$ cat config.mk
export PLATFORM = sky130hd
export DESIGN_NAME = sector_cache_clock_replacement_unit
export DESIGN_NICKNAME = d
export VERILOG_FILES = /design/src/design/scc_pkg.sv /design/src/design/scc_tag_ram.sv /design/src/design/sector_cache_clock_replacement_unit.sv
export SDC_FILE = /design/constraint.sdc
export NUM_CORES = 2
export LEC_CHECK = 0
export BUFFER_PORTS_ARGS = -buffer_cell sky130_fd_sc_hd__buf_4
export CELL_PAD_IN_SITES_DETAIL_PLACEMENT = 0
export CELL_PAD_IN_SITES_GLOBAL_PLACEMENT = 1
export CORE_MARGIN = 3
export CORE_UTILIZATION = 45
export CTS_CLUSTER_SIZE = 14
export DETAILED_ROUTE_END_ITERATION = 8
export PLACE_DENSITY = 0.76
export SYNTH_ARGS = -nofsm -noshare
export SYNTH_HDL_FRONTEND = slang
export SYNTH_SLANG_ARGS = --single-unit
$ cat constraint.sdc
create_clock -name clk -period 8.3 [get_ports clk]
set_clock_uncertainty 0.15 [all_clocks]
set_input_delay 0.415 -clock clk [delete_from_list [all_inputs] [get_ports clk]]
set_output_delay 0.415 -clock clk [all_outputs]
set_load 0.005 [all_outputs]
$ cat src/design/scc_pkg.sv
// Shared types and constants of the sector cache clock replacement unit.
package scc_pkg;

  localparam int unsigned SECTOR_W    = 32;
  localparam int unsigned IDX_OUT_W   = 6;
  localparam int unsigned ENTRIES_DEF = 64;
  localparam int unsigned MAX_RESULTS = 64;

  localparam logic [1:0] CMD_READ  = 2'd0;
  localparam logic [1:0] CMD_WRITE = 2'd1;
  localparam logic [1:0] CMD_FLUSH = 2'd2;

  typedef struct packed {
    logic [1:0]          command;
    logic [SECTOR_W-1:0] sector;
  } in_word_t;

  typedef struct packed {
    logic [IDX_OUT_W-1:0] entry_index;
    logic                 hit;
    logic                 fill_request;
    logic                 writeback_request;
    logic [SECTOR_W-1:0]  writeback_sector;
    logic                 last;
  } out_word_t;

endpackage

$ cat src/design/scc_tag_ram.sv
// Tag store: one write port, one read port with registered read data.
module scc_tag_ram #(
  parameter int unsigned DEPTH = scc_pkg::ENTRIES_DEF,
  parameter int unsigned AW    = (DEPTH > 1) ? $clog2(DEPTH) : 1,
  parameter int unsigned DW    = scc_pkg::SECTOR_W
) (
  input  logic          clk,
  input  logic          we,
  input  logic [AW-1:0] waddr,
  input  logic [DW-1:0] wdata,
  input  logic [AW-1:0] raddr,
  output logic [DW-1:0] rdata
);
  logic [DW-1:0] mem [DEPTH];
  logic [DW-1:0] rdata_r;

  always_ff @(posedge clk) begin
    if (we) begin
      mem[waddr] <= wdata;
    end
    rdata_r <= mem[raddr];
  end

  assign rdata = rdata_r;

endmodule

$ cat src/design/sector_cache_clock_replacement_unit.sv
// Top level of the sector cache tag and clock replacement controller.
//
// Usage: the input channel (in_valid, in_stall, in_data) takes one word per
// command: read access, write access or flush. The result channel (out_valid,
// out_stall, out_data) returns one word per access and, for a flush, one word
// per dirty entry written back (or a single empty word), the final one marked
// by last. Command code 3 is taken and dropped without any result.
// Flow: in_stall is high from acceptance until the last result of the word
// has been handed to the output register. An access scans the tag RAM one
// entry per cycle through its single read port and stops at a hit; a miss
// then walks the clock hand one entry per cycle, installs the sector and
// loads the result once the output register is free. The next word is taken
// once the block is back in idle. A flush loads its final word when its scan
// ends or MAX_RESULTS writebacks have been found.
// Reset clears the valid, dirty and reference bits and the clock hand; the
// tag RAM is not cleared, since entries are only compared once valid.
// When the receiver stalls, the result holds in the output register; a new
// command is still taken once the block is idle, and a flush pauses its scan.
module sector_cache_clock_replacement_unit #(
  parameter int unsigned ENTRIES = scc_pkg::ENTRIES_DEF
) (
  input  logic              clk,
  input  logic              rst_n,
  input  logic              in_valid,
  output logic              in_stall,
  input  scc_pkg::in_word_t in_data,
  output logic              out_valid,
  input  logic              out_stall,
  output scc_pkg::out_word_t out_data
);
  import scc_pkg::*;

  localparam int unsigned IW = (ENTRIES > 1) ? $clog2(ENTRIES) : 1;
  localparam int unsigned CW = IW + 1;
  localparam int unsigned KW = $clog2(MAX_RESULTS + 1);

  typedef enum logic [5:0] {
    ST_IDLE   = 6'b000001,
    ST_LOOKUP = 6'b000010,
    ST_FLUSH  = 6'b000100,
    ST_SWEEP  = 6'b001000,
    ST_VFIN   = 6'b010000,
    ST_RESULT = 6'b100000
  } state_t;

  state_t              state_r, state_nxt;
  logic                is_write_r, is_write_nxt;
  logic [SECTOR_W-1:0] sec_r, sec_nxt;
  logic [CW-1:0]       scan_idx_r, scan_idx_nxt;
  logic [IW-1:0]       cmp_idx_r, cmp_idx_nxt;
  logic                cmp_vld_r, cmp_vld_nxt;
  logic [IW-1:0]       cur_r, cur_nxt;
  logic [IW-1:0]       sweep_ptr_r, sweep_ptr_nxt;
  logic [ENTRIES-1:0]  valid_r, valid_nxt;
  logic [ENTRIES-1:0]  dirty_r, dirty_nxt;
  logic [ENTRIES-1:0]  ref_r, ref_nxt;
  logic [KW-1:0]       k_r, k_nxt;
  out_word_t           pend_r, pend_nxt;
  logic                pend_vld_r, pend_vld_nxt;
  logic                out_valid_r, out_valid_nxt;
  out_word_t           out_data_r, out_data_nxt;

  logic                in_acc;
  logic                out_free;
  logic                scan_done;
  logic                cmp_hit;
  logic                cmp_dirty;
  logic                flush_hold;
  logic                vic_wb;
  logic [IW-1:0]       cur_inc;

  logic                ram_we;
  logic [IW-1:0]       ram_raddr;
  logic [SECTOR_W-1:0] ram_q;

  scc_tag_ram #(
    .DEPTH (ENTRIES),
    .AW    (IW),
    .DW    (SECTOR_W)
  ) u_tag_ram (
    .clk   (clk),
    .we    (ram_we),
    .waddr (cur_r),
    .wdata (sec_r),
    .raddr (ram_raddr),
    .rdata (ram_q)
  );

  assign in_acc    = in_valid && !in_stall;
  assign out_free  = !out_valid_r || !out_stall;
  assign scan_done = !cmp_vld_r && (scan_idx_r == CW'(ENTRIES));
  // ram_q holds the tag of cmp_idx_r: it was read in the cycle that issued it
  assign cmp_hit   = cmp_vld_r && valid_r[cmp_idx_r] && (ram_q == sec_r);
  assign cmp_dirty = cmp_vld_r && valid_r[cmp_idx_r] && dirty_r[cmp_idx_r] &&
                     (k_r < KW'(MAX_RESULTS));
  // a second writeback found while the previous one cannot leave: freeze scan
  assign flush_hold = cmp_dirty && pend_vld_r && !out_free;
  assign vic_wb     = valid_r[cur_r] && dirty_r[cur_r];
  assign cur_inc    = (cur_r == IW'(ENTRIES - 1)) ? '0 : cur_r + IW'(1);

  always_comb begin
    state_nxt     = state_r;
    is_write_nxt  = is_write_r;
    sec_nxt       = sec_r;
    scan_idx_nxt  = scan_idx_r;
    cmp_idx_nxt   = cmp_idx_r;
    cmp_vld_nxt   = cmp_vld_r;
    cur_nxt       = cur_r;
    sweep_ptr_nxt = sweep_ptr_r;
    valid_nxt     = valid_r;
    dirty_nxt     = dirty_r;
    ref_nxt       = ref_r;
    k_nxt         = k_r;
    pend_nxt      = pend_r;
    pend_vld_nxt  = pend_vld_r;
    out_valid_nxt = out_valid_r && out_stall;
    out_data_nxt  = out_data_r;
    ram_we        = 1'b0;
    ram_raddr     = '0;

    // advance the tag scan by one entry (lookup and flush share it)
    if ((state_r == ST_LOOKUP) || ((state_r == ST_FLUSH) && !flush_hold)) begin
      if (scan_idx_r != CW'(ENTRIES)) begin
        ram_raddr    = scan_idx_r[IW-1:0];
        cmp_idx_nxt  = scan_idx_r[IW-1:0];
        cmp_vld_nxt  = 1'b1;
        scan_idx_nxt = scan_idx_r + CW'(1);
      end else begin
        cmp_vld_nxt = 1'b0;
      end
    end

    unique case (state_r)
      ST_IDLE: begin
        if (in_acc) begin
          sec_nxt      = in_data.sector;
          is_write_nxt = (in_data.command == CMD_WRITE);
          scan_idx_nxt = '0;
          cmp_vld_nxt  = 1'b0;
          k_nxt        = '0;
          pend_vld_nxt = 1'b0;
          priority if ((in_data.command == CMD_READ) ||
                       (in_data.command == CMD_WRITE)) begin
            state_nxt = ST_LOOKUP;
          end else if (in_data.command == CMD_FLUSH) begin
            state_nxt = ST_FLUSH;
          end else begin
            state_nxt = ST_IDLE;
          end
        end
      end

      ST_LOOKUP: begin
        if (cmp_hit) begin
          ref_nxt[cmp_idx_r] = 1'b0;
          if (is_write_r) begin
            dirty_nxt[cmp_idx_r] = 1'b1;
          end
          pend_nxt = '{entry_index: IDX_OUT_W'(cmp_idx_r), hit: 1'b1,
                       fill_request: 1'b0, writeback_request: 1'b0,
                       writeback_sector: '0, last: 1'b1};
          state_nxt = ST_RESULT;
        end else if (scan_done) begin
          cur_nxt   = sweep_ptr_r;
          state_nxt = ST_SWEEP;
        end
      end

      ST_SWEEP: begin
        // read the tag under the hand so it is ready if this is the victim
        ram_raddr = cur_r;
        if (!valid_r[cur_r] || ref_r[cur_r]) begin
          sweep_ptr_nxt = cur_inc;
          state_nxt     = ST_VFIN;
        end else begin
          ref_nxt[cur_r] = 1'b1;
          cur_nxt        = cur_inc;
        end
      end

      ST_VFIN: begin
        pend_nxt = '{entry_index: IDX_OUT_W'(cur_r), hit: 1'b0,
                     fill_request: 1'b1, writeback_request: vic_wb,
                     writeback_sector: vic_wb ? ram_q : '0, last: 1'b1};
        ram_we           = 1'b1;
        valid_nxt[cur_r] = 1'b1;
        dirty_nxt[cur_r] = is_write_r;
        ref_nxt[cur_r]   = 1'b0;
        state_nxt        = ST_RESULT;
      end

      ST_FLUSH: begin
        if (flush_hold) begin
          // keep the read data of the held entry
          ram_raddr = cmp_idx_r;
        end else if (cmp_dirty) begin
          dirty_nxt[cmp_idx_r] = 1'b0;
          k_nxt                = k_r + KW'(1);
          if (pend_vld_r) begin
            out_valid_nxt = 1'b1;
            out_data_nxt  = pend_r;
          end
          pend_nxt = '{entry_index: IDX_OUT_W'(cmp_idx_r), hit: 1'b0,
                       fill_request: 1'b0, writeback_request: 1'b1,
                       writeback_sector: ram_q, last: 1'b0};
          pend_vld_nxt = 1'b1;
        end else if (scan_done || (k_r == KW'(MAX_RESULTS))) begin
          if (pend_vld_r) begin
            pend_nxt.last = 1'b1;
          end else begin
            pend_nxt = '{entry_index: '0, hit: 1'b0, fill_request: 1'b0,
                         writeback_request: 1'b0, writeback_sector: '0,
                         last: 1'b1};
          end
          state_nxt = ST_RESULT;
        end
      end

      ST_RESULT: begin
        if (out_free) begin
          out_valid_nxt = 1'b1;
          out_data_nxt  = pend_r;
          pend_vld_nxt  = 1'b0;
          state_nxt     = ST_IDLE;
        end
      end

      default: begin
        state_nxt = ST_IDLE;
      end
    endcase
  end

  always_ff @(posedge clk) begin
    if (!rst_n) begin
      state_r     <= ST_IDLE;
      cmp_vld_r   <= 1'b0;
      sweep_ptr_r <= '0;
      valid_r     <= '0;
      dirty_r     <= '0;
      ref_r       <= '0;
      k_r         <= '0;
      pend_vld_r  <= 1'b0;
      out_valid_r <= 1'b0;
    end else begin
      state_r     <= state_nxt;
      cmp_vld_r   <= cmp_vld_nxt;
      sweep_ptr_r <= sweep_ptr_nxt;
      valid_r     <= valid_nxt;
      dirty_r     <= dirty_nxt;
      ref_r       <= ref_nxt;
      k_r         <= k_nxt;
      pend_vld_r  <= pend_vld_nxt;
      out_valid_r <= out_valid_nxt;
    end
  end

  always_ff @(posedge clk) begin
    is_write_r <= is_write_nxt;
    sec_r      <= sec_nxt;
    scan_idx_r <= scan_idx_nxt;
    cmp_idx_r  <= cmp_idx_nxt;
    cur_r      <= cur_nxt;
    pend_r     <= pend_nxt;
    out_data_r <= out_data_nxt;
  end

  assign in_stall  = (state_r != ST_IDLE);
  assign out_valid = out_valid_r;
  assign out_data  = out_data_r;

  // the victim chosen by the hand is free or already passed over once
  a_victim_eligible: assert property (@(posedge clk) disable iff (!rst_n)
    (state_r == ST_VFIN) |-> (!valid_r[cur_r] || ref_r[cur_r]))
    else $error("victim entry is valid with clear reference bit");

  // an installed entry is valid and unreferenced afterwards
  a_install_valid: assert property (@(posedge clk) disable iff (!rst_n)
    (state_r == ST_VFIN) |=> (valid_r[$past(cur_r)] && !ref_r[$past(cur_r)]))
    else $error("installed entry not valid");

  // the clock hand stays inside the table
  a_hand_range: assert property (@(posedge clk) disable iff (!rst_n)
    sweep_ptr_r <= IW'(ENTRIES - 1))
    else $error("sweep pointer out of range");

  // a hit never asks for disk traffic
  a_hit_clean: assert property (@(posedge clk) disable iff (!rst_n)
    (out_valid_r && out_data_r.hit) |->
      (!out_data_r.fill_request && !out_data_r.writeback_request && out_data_r.last))
    else $error("hit result requests disk traffic");

  // a flush only holds its scan while a writeback waits to leave
  a_flush_pend: assert property (@(posedge clk) disable iff (!rst_n)
    ((state_r == ST_FLUSH) && pend_vld_r) |-> pend_r.writeback_request)
    else $error("flush pending word is not a writeback");

endmodule
==> qor.csv <==
metric;value;unit
ys_warn_count;0;
die_y;472;µm
synth_compound_area_share;8.14;%
yosys.area_share.simple;13.5;%
avgSynthCellArea;13.0;µm²
cts_buffer_depth;3;
grt_antenna_before_repair;35;
clockRootBuffer;clkbuf_16;
finalSetupViolCount;0;
ys_seq_elements;2430;
crit_fanout;46;
slew_headroom;-3.99;%
die_w;472;µm
syn_area;97600;µm²
via_per_inst;6.38;
synth_seq_area_share;72.2;%
arrival;7.77;ns
ys_types;78;
placed_cells;10200;
violations;capacitance limit, slew limit;
fin_crit;7.09;ns
clk_pin_slew_worst_paths;0.07;ns
die_area;222000;µm²
grt_max_degree;146;
place_congestion;0.923;
synth_top_family_by_area;simple AND/OR/NAND/NOR gates;
first_pass_iters;8;
synth_nets;7562;
drt-wirelength-per-cell;32.2;µm
required;8.98;ns
max-vdd-ir-drop;0.217;mV
fin_nets;7667;
overflow;0;
power_leakage;37.1;nW
crit_type;flip-flop to flip-flop;
async_flop_share;0;%
n_fill_cell;18000;
synthAdderAreaFrac;0.0770;%
hold_path_class;input port to flip-flop;
synth.area.mux_share;2.98;%
worst_pin_slew;1.55;ns
synth_edf_count;2177;
port-buffer-count;81;
finalCritPeriodShare;85.4;%
synthFlopType;edfxtp_1;
p_per_area;236;nW/µm²
grt_pass1_vias;62800;
first_iter_violations;12100;
synthToLayoutAreaGrowth;13.2;%
clk_latency;0.89;ns
track_usage;30.2;%
drcViolationCount;0;
holdWs;0.0953;ns
fin_tns_setup;0;ns
maxSlewViolCount;2;
fp-row-count;170;
cts_tree;done;
fmax;141;MHz
multi_input_area;24900;µm²
synthCells;7518;
regArea;70400;µm²
final_antenna_net_count;0;
final_cells;10700;
finalHoldViolCount;0;
vias;68100;
dp_hpwl;193;mm
core;215000;µm²
drive_above_1_share;10.6;%
status;complete, but fails checks;
cts.sinks;2430;
grt_first_pass_wirelength;479;mm
cp-start-kind;flip-flop;
initial_utilization;45.4;%
postCtsSetupRepairBufs;0;
cap_violations;1;
cts_buffers;237;
routed_wl;344;mm
end_kind;flip-flop;
h-tree-depth;4;
synthXorXnorAreaFrac;0.413;%
rsz0062_at_grt;no;
io_pins;82;
## cell usage after synthesis (40+ instances only)
master    instances  area share [%]
a31oi_1         167             1.1
o21ai_0          86            0.44
o22ai_1         142            0.91
a22oi_1         119            0.92
mux2i_1         241             2.5
nand2_1        1804             6.9
inv_1            60            0.23
a311oi_1         62            0.56
nand3_1         648             3.3
clkbuf_1        186            0.72
buf_2           245             1.3
a21oi_1         257             1.3
a32oi_1          53            0.48
dfxtp_1         253             5.2
and3_1          101            0.65
edfxtp_1       2177              67
nor4_1           47            0.30
nor2_1          237            0.91
xor2_1           40            0.36
a211oi_1         84            0.65
## layout by cell type, fill, tap and decap left out, drive strengths merged, types with 38 or more instances in the layout
cell         instances
a211oi              85
inv                 51
o22ai              142
a311oi              63
xor2                40
o21ai               93
nor4                47
mux2i              241
a32oi               53
clkbuf             316
a31oi              167
nand3              651
dlygate4sd3         38
nand2             1804
and3               101
buf                329
a21oi              257
dfxtp              253
edfxtp            2177
clkinv              95
nor2               238
a22oi              119
## per-stage QoR
step / setup WS [ns] / area [µm²] / total power (W) / util [%]
floorplan: 1.89 / 97600 / 0.0145 / -
global placement: 1.40 / 102000 / 0.0150 / 47.4
detailed placement: 1.49 / 102000 / 0.0150 / 47.4
CTS: 1.42 / 110000 / 0.0261 / 51.3
global route: 0.966 / 110000 / 0.0267 / 51.3
finish: 1.21 / 110000 / 0.0261 / 51.4
## flip-flops by register name, indices dropped and copies added (netlist names)
| name | count |
|---|---|
| out_valid | 1 |
| out_data | 42 |
| sec_r | 32 |
| cmp_vld_r | 1 |
| state_r | 6 |
| is_write_r | 1 |
| dirty_r | 64 |
| cmp_idx_r | 6 |
| valid_r | 64 |
| cur_r | 6 |
| pend_vld_r | 1 |
| scan_idx_r | 7 |
| sweep_ptr_r | 6 |
| ref_r | 64 |
| u_tag_ram.rdata | 32 |
| pend_r | 42 |
| k_r | 7 |
| u_tag_ram.mem | 2048 |
## where the power goes
group	internal (W)	switching [W]	leakage, nW
sequential	0.0137	0.0000977	21.7
combinational	0.000203	0.000854	11.5
clock	0.00657	0.00466	3.94
total	0.0204	0.00561	37.1
## layer usage
metal / up-vias / part of all wire, % / GRT usage (%)
li1: 28400 / - / -
met2: 5070 / 43 / 44.7
met5: - / 0.033 / 0
met3: 864 / 13 / 7.34
met1: 33800 / 38 / 42.1
met4: 18 / 5.4 / 13.8
## final cells by class
class	instances	share of cell area [%]
Clock buffer	316	5.93
Antenna cell	8	0.0181
Tap cell	2838	3.22
Inverter	60	0.220
Multi-Input combinational cell	4527	22.5
Timing Repair Buffer	367	2.92
Sequential cell	2430	63.8
Clock inverter	131	1.40
## path summary, 6_finish.rpt
path	startpoint	to	slack, ns	cells past startpoint
max	cmp_idx_r[0]	u_tag_ram.rdata[30]	1.21	14
min	in_data[21]	sec_r[21]	0.1	2
max reg2reg	cmp_idx_r[0]	u_tag_ram.rdata[30]	1.21	14
min reg2reg	pend_r[34]	out_data[34]	0.27	0
## cells by family (layout without fill, tap and decap cells)
logic type | count (synthesis) | in the layout
DFF | 2430 | 2430
xor gates and xnor gates | 46 | 46
buffers and inverters | 561 | 874
muxes | 270 | 270
adders and majority gates | 6 | 6
AOI/OAI and AO/OA | 1169 | 1169
and+or+nand+nor | 3036 | 3036
other | 0 | 8
## worst max-delay path, cell delays in order, from the launching register on
cell and delay (ns):
edfxtp_1 0.43, buf_4 0.34, mux4_2 0.55, a2111oi_0 0.45, a22oi_1 0.17, a2111oi_4 0.56, o31a_1 0.90, a211o_4 0.85
buf_12 0.37, nor2_4 0.11, buf_12 0.21, a31oi_1 0.21, a32oi_1 0.11, a311oi_1 1.18, or4_1 0.26
## timing repair
| action | in CTS | in global routing |
|---|---|---|
| gates resized for setup | 0 | 0 |
| hold endpoints to repair | 70 | 0 |
| hold buffers | 38 | 0 |
Note: power is estimated with default switching activity, not from simulation.
